===== config.mk =====
export PLATFORM = sky130hd
export DESIGN_NAME = evpq_ctrl
export DESIGN_NICKNAME = d
export VERILOG_FILES = /design/src/evpq_pkg.sv /design/src/evpq_ctrl.sv
export SDC_FILE = /design/constraint.sdc
export NUM_CORES = 1
export LEC_CHECK = 0
export ABC_AREA = 1
export CAP_MARGIN = 20
export CORE_AREA = 3 3 40 42
export CTS_BUF_LIST = sky130_fd_sc_hd__clkbuf_4 sky130_fd_sc_hd__clkbuf_8
export CTS_CLUSTER_DIAMETER = 40
export DETAILED_ROUTE_END_ITERATION = 8
export DIE_AREA = 0 0 43 45
export DONT_BUFFER_PORTS = 1
export MAX_ROUTING_LAYER = met4
export PLACE_DENSITY_LB_ADDON = 0.12
export SLEW_MARGIN = 10
export SYNTH_ARGS = -nofsm -noshare
export SYNTH_HDL_FRONTEND = slang
export SYNTH_SLANG_ARGS = --single-unit

===== constraint.sdc =====
create_clock -name clk -period 1.3 [get_ports clk]
set_input_delay 0 -clock clk [delete_from_list [all_inputs] [get_ports clk]]
set_output_delay 0 -clock clk [all_outputs]
set_load 0.02 [all_outputs]

===== src/evpq_pkg.sv =====
// Shared types and constants of the event priority queue.
package evpq_pkg;

  localparam int TICK_W   = 64;
  localparam int SEQ_W    = 64;
  localparam int PHASE_W  = 3;
  localparam int CMD_W    = 2;
  localparam int STATUS_W = 3;

  localparam logic [CMD_W-1:0] CMD_SCHEDULE = 2'd0;
  localparam logic [CMD_W-1:0] CMD_PEEK     = 2'd1;
  localparam logic [CMD_W-1:0] CMD_POP      = 2'd2;

  localparam logic [STATUS_W-1:0] ST_OK        = 3'd0;
  localparam logic [STATUS_W-1:0] ST_EMPTY     = 3'd1;
  localparam logic [STATUS_W-1:0] ST_FULL      = 3'd2;
  localparam logic [STATUS_W-1:0] ST_EXHAUSTED = 3'd3;
  localparam logic [STATUS_W-1:0] ST_BAD_PHASE = 3'd4;

  localparam logic [PHASE_W-1:0] PHASE_INVALID = 3'd7;

  typedef enum logic [2:0] {
    OP_NONE,
    OP_DISPATCH,
    OP_SCAN_START,
    OP_SCAN_RD,
    OP_FETCH_LAST,
    OP_EMIT_BEST
  } dp_op_t;

  typedef struct packed {
    logic   in_ready;
    logic   load_req;
    dp_op_t op;
  } dp_ctrl_t;

  typedef struct packed {
    logic in_valid;
    logic is_query;
    logic empty;
    logic scan_last;
    logic out_free;
  } dp_stat_t;

endpackage


===== src/evpq_ctrl.sv =====
// Controller state machine: dispatch, scan for the earliest event, emit.
module evpq_ctrl (
  input  logic               clk,
  input  logic               rst_n,
  input  evpq_pkg::dp_stat_t stat,
  output evpq_pkg::dp_ctrl_t ctrl
);
  import evpq_pkg::*;

  typedef enum logic [2:0] {
    S_IDLE,
    S_DISPATCH,
    S_SCAN,
    S_TAIL,
    S_FINISH
  } state_t;

  state_t state_r;

  always_ff @(posedge clk) begin
    if (!rst_n) begin
      state_r <= S_IDLE;
    end else begin
      unique case (state_r)
        S_IDLE: begin
          if (stat.in_valid) state_r <= S_DISPATCH;
        end
        S_DISPATCH: begin
          if (stat.is_query && !stat.empty) state_r <= S_SCAN;
          else if (stat.out_free)           state_r <= S_IDLE;
        end
        S_SCAN: begin
          if (stat.scan_last) state_r <= S_TAIL;
        end
        S_TAIL: begin
          state_r <= S_FINISH;
        end
        S_FINISH: begin
          if (stat.out_free) state_r <= S_IDLE;
        end
        default: state_r <= S_IDLE;
      endcase
    end
  end

  always_comb begin
    ctrl.in_ready = (state_r == S_IDLE);
    ctrl.load_req = (state_r == S_IDLE) && stat.in_valid;
    ctrl.op       = OP_NONE;
    unique case (state_r)
      S_IDLE:   ctrl.op = OP_NONE;
      S_DISPATCH: begin
        if (stat.is_query && !stat.empty) ctrl.op = OP_SCAN_START;
        else if (stat.out_free)           ctrl.op = OP_DISPATCH;
      end
      S_SCAN:   ctrl.op = OP_SCAN_RD;
      S_TAIL:   ctrl.op = OP_FETCH_LAST;
      S_FINISH: begin
        if (stat.out_free) ctrl.op = OP_EMIT_BEST;
      end
      default:  ctrl.op = OP_NONE;
    endcase
  end

endmodule


## Yosys cells after proc, flatten, opt, wreduce, memory -nomap -nowiden

Cells that the tools add are included.

| storage, ports and cells | value |
|---|---|
| flip-flop bits (word level) | 3 |
| input port bits | 7 |

| cells by class | value |
|---|---|
| eq/ne operators | 6 |
| muxes and demuxes | 9 |
| reduce and logical (&&, ||, !) cells | 5 |

Operators with widths:

| cell | count |
|---|---|
| 3-bit 2-to-1 mux | 5 |
| 3-bit case mux with 5 select lines | 1 |
| 3-bit case mux with 4 select lines | 1 |
| 3-bit by 2-bit equality test with 1-bit output (second input constant) | 2 |
| 2-bit inequality test (second input constant) | 2 |
| 3-bit by 1-bit equality test with 1-bit output (second input constant) | 1 |
| 3-bit equality test (second input constant) | 1 |
| 3-bit zero test | 1 |
| 1-bit logical AND | 2 |
| 2-bit 2-to-1 mux | 1 |
| 2-bit AND reduction | 1 |
| 1-bit zero test | 1 |
| 1-bit 2-to-1 mux | 1 |

## Logic depth before layout (Yosys ltp)

| logic depth | value |
|---|---|
| word-level depth | 4 |
| gate-level depth with buffers | 6 |

## Least setup slack after synthesis

Ideal clock, no wire load.

| path | value |
|---|---|
| path kind | reg2out |
| start point | register state_r[1] |
| end point | output ctrl[3] (netlist name) |
| data arrival time | 815 ps |
| data required time | 1,300 ps |
| setup slack | 485 ps |
| stages on the path, launching flop included | 4 |
| path buffers | 0 |
| cells stage by stage | dfxtp_1 > inv_2 > nand3_1 > nor2_1 |

RTL lines:

| element | RTL line | text |
|---|---|---|
| start, declared | evpq_ctrl.sv:18 | `state_t state_r;` |
| start signal, assigned | evpq_ctrl.sv:22 | `state_r <= S_IDLE;` |
| start signal, assigned | evpq_ctrl.sv:26 | `if (stat.in_valid) state_r <= S_DISPATCH;` |
| start signal, assigned | evpq_ctrl.sv:29 | `if (stat.is_query && !stat.empty) state_r <= S_SCAN;` |
| end, declared | evpq_ctrl.sv:6 | `output evpq_pkg::dp_ctrl_t ctrl` |

==> results.yml <==
routing:
  drt_wl_total_um: 555
  wl_per_cell_um: 9.41
  drt_pass1_iterations: 2
  final_antenna_net_count: 0
  drc: 0
  avgViaCountPerCell: 4.03
  num_vias: 238
  drt-initial-drc-count: 8
layout:
  top_register: "state_r"
  drive_above_1_share_pct: 27.3
  final_nets: 52
  fillCellCount: 157
  largestRegisters: "state_r: 3 flops"
  largest_reg_flops: 3
  layout_common_cells: "inv_1 (8), nand2_1 (7), nand3_1 (5)"
  finalInstanceArea_um2: 302
  fin_cells: 59
  fin_util_pct: 23.5
  diodes: 0
  layout_commonest_cell: "inv_1"
  area_growth_pct: 29.6
sta:
  timing.final.ws_setup_ps: 183
  finalMaxSlewViolations: 0
  hold_violations: 0
  tightest_slew_ps: 378
  period_minus_slack_ps: 1120
  rsz0062_at_grt: "no"
  min_period_over_period_pct: 85.9
  timing.fmax_ghz: 0.895
  slew_headroom_pct: 74.7
  finClkSkew_ps: 2.76
  finalSetupViolations: 0
  setup_tns_ps: 0
  whs_ps: 20.3
global_routing:
  grt-ovfl-total: 0
  grt_pass1_vias: 230
  grt_max_degree: 8
  grt_pass1_wl_um: 848
  grt.total_usage_pct: 6.34
  grt_antenna_before_repair: 0
clock_tree:
  clockBufferDepth: 2
  cts_made_buffers: 3
  cts_tree: "yes"
  clock_sinks: 3
  clk_latency_ps: 230
  cts_htree_levels: 1
  path_clk_slew_ps: 40
  cts_root_buf: "clkbuf_4"
placed_design:
  dp_hpwl_um: 438
  place_ws_ps: 424
  dp_cells: 53
  io_buffers: 0
  placed_area_um2: 251
  gp_congestion: 0.644
floorplanning:
  die_y_um: 45
  die_w_um: 43
  boundaryPins: 12
  rows: 13
  design.core.area_um2: 1280
  dieArea_um2: 1940
  start_util_pct: 18.1
synthesis:
  synthCells: 38
  synthAdderAreaFrac_pct: 0
  synth-simple-area-share_pct: 54.3
  ys_seq_elements: 3
  yosysWarnings: 0
  postSynthAreaPerCell_um2: 6.12
  muxShareOfSynthArea_pct: 0
  yosys.area_share.xor_xnor_pct: 0
  ys_types: 12
  syn_area_um2: 233
  synth_top_family_by_area: "simple AND/OR/NAND/NOR gates"
  ys_seq_area_share_pct: 25.8
  synth_compound_gate_area_share_pct: 2.15
  synth_fp_nets: 45
worst_setup_path:
  worst-path-buf-inv: 1
  critical-path-slowest-cell: "dfxtp_1"
  crit_fanout: 5
  cp.required_ps: 1300
  criticalPathCategory: "reg -> out"
  worstSetupEndpointType: "output port"
  arrival_ps: 1120
  crit_family: "simple AND/OR/NAND/NOR gates"
  start_kind: "flop"
  crit_path_cell_trace: "inv_2 -> nand3_1 -> nor2_1"
  worst_path_largest_cell_delay_ps: 350
hold_path:
  hold_class: "in -> reg"
power:
  p_total_mw: 0.354
  ir_drop_v: 0.000299
  total_leakage_power_nw: 0.169
  powerDensity_nw_per_um2: 1170
status:
  status: "complete, no violations"
run:
  cap_viol_max_count: 0
per-layer routing:
metal  routed length [um]  GRT usage [%]  vias to the layer above  share of wire, %
met4                    0           5.42                        0                 0
met3                   33           2.79                        0               5.9
met1                  220           6.01                      103                40
li1                     -              -                      131                 -
met5                    0              -                        -                 0
met2                  301           9.88                        4                54
layout make-up:
cell class | count | area [um^2] | share of cell area [%]
Multi-Input combinational cell | 24 | 131 | 43.6
Sequential cell | 3 | 60.1 | 19.9
Inverter | 11 | 41.3 | 13.7
Clock buffer | 4 | 30.0 | 9.96
Timing Repair Buffer | 2 | 20.0 | 6.64
Tap cell | 15 | 18.8 | 6.22
repair_timing:
action | in CTS | in global routing
hold buffers | 2 | 0
buffers inserted | 0 | 0
resized for setup | 0 | 0
hold endpoints to repair | 3 | 0
cell usage after synthesis, drive strengths merged:
master | n | area share, %
inv | 11 | 18
nand2 | 8 | 14
nand3 | 7 | 19
nand4 | 4 | 13
nor2 | 4 | 7.5
dfxtp | 3 | 26
a21oi | 1 | 2.1
kinds of logic (layout without fill, tap and decap cells):
kind of cell           count (synthesis)  after routing
and+or+nand+nor                       23             23
AOI/OAI and AO/OA                      1              1
DFF                                    3              3
buffers and inverters                 11             17
worst paths after layout:
check | depth (start not counted) | slack [ps] | to | start
hold reg to reg | 2 | 530 | state_r[2] | state_r[2]
setup reg to reg | 5 | 440 | state_r[1] | state_r[1]
setup / recovery | 3 | 180 | ctrl[3] | state_r[1]
hold / removal | 5 | 20 | state_r[0] | stat[0]
worst reg2reg max path: cells and delay by family, from the launching register on:
family                 cells  cell delay [ps]
buffers and inverters      1              100
flip-flops                 1              410
AND/OR/NAND/NOR            4              240
report_power, final:
group	internal (mW)	switching, mW
Sequential	0.0969	0.00563
Clock	0.136	0.0494
Combinational	0.0210	0.0446
Total	0.254	0.0997
(Power assumes the default switching activity.)
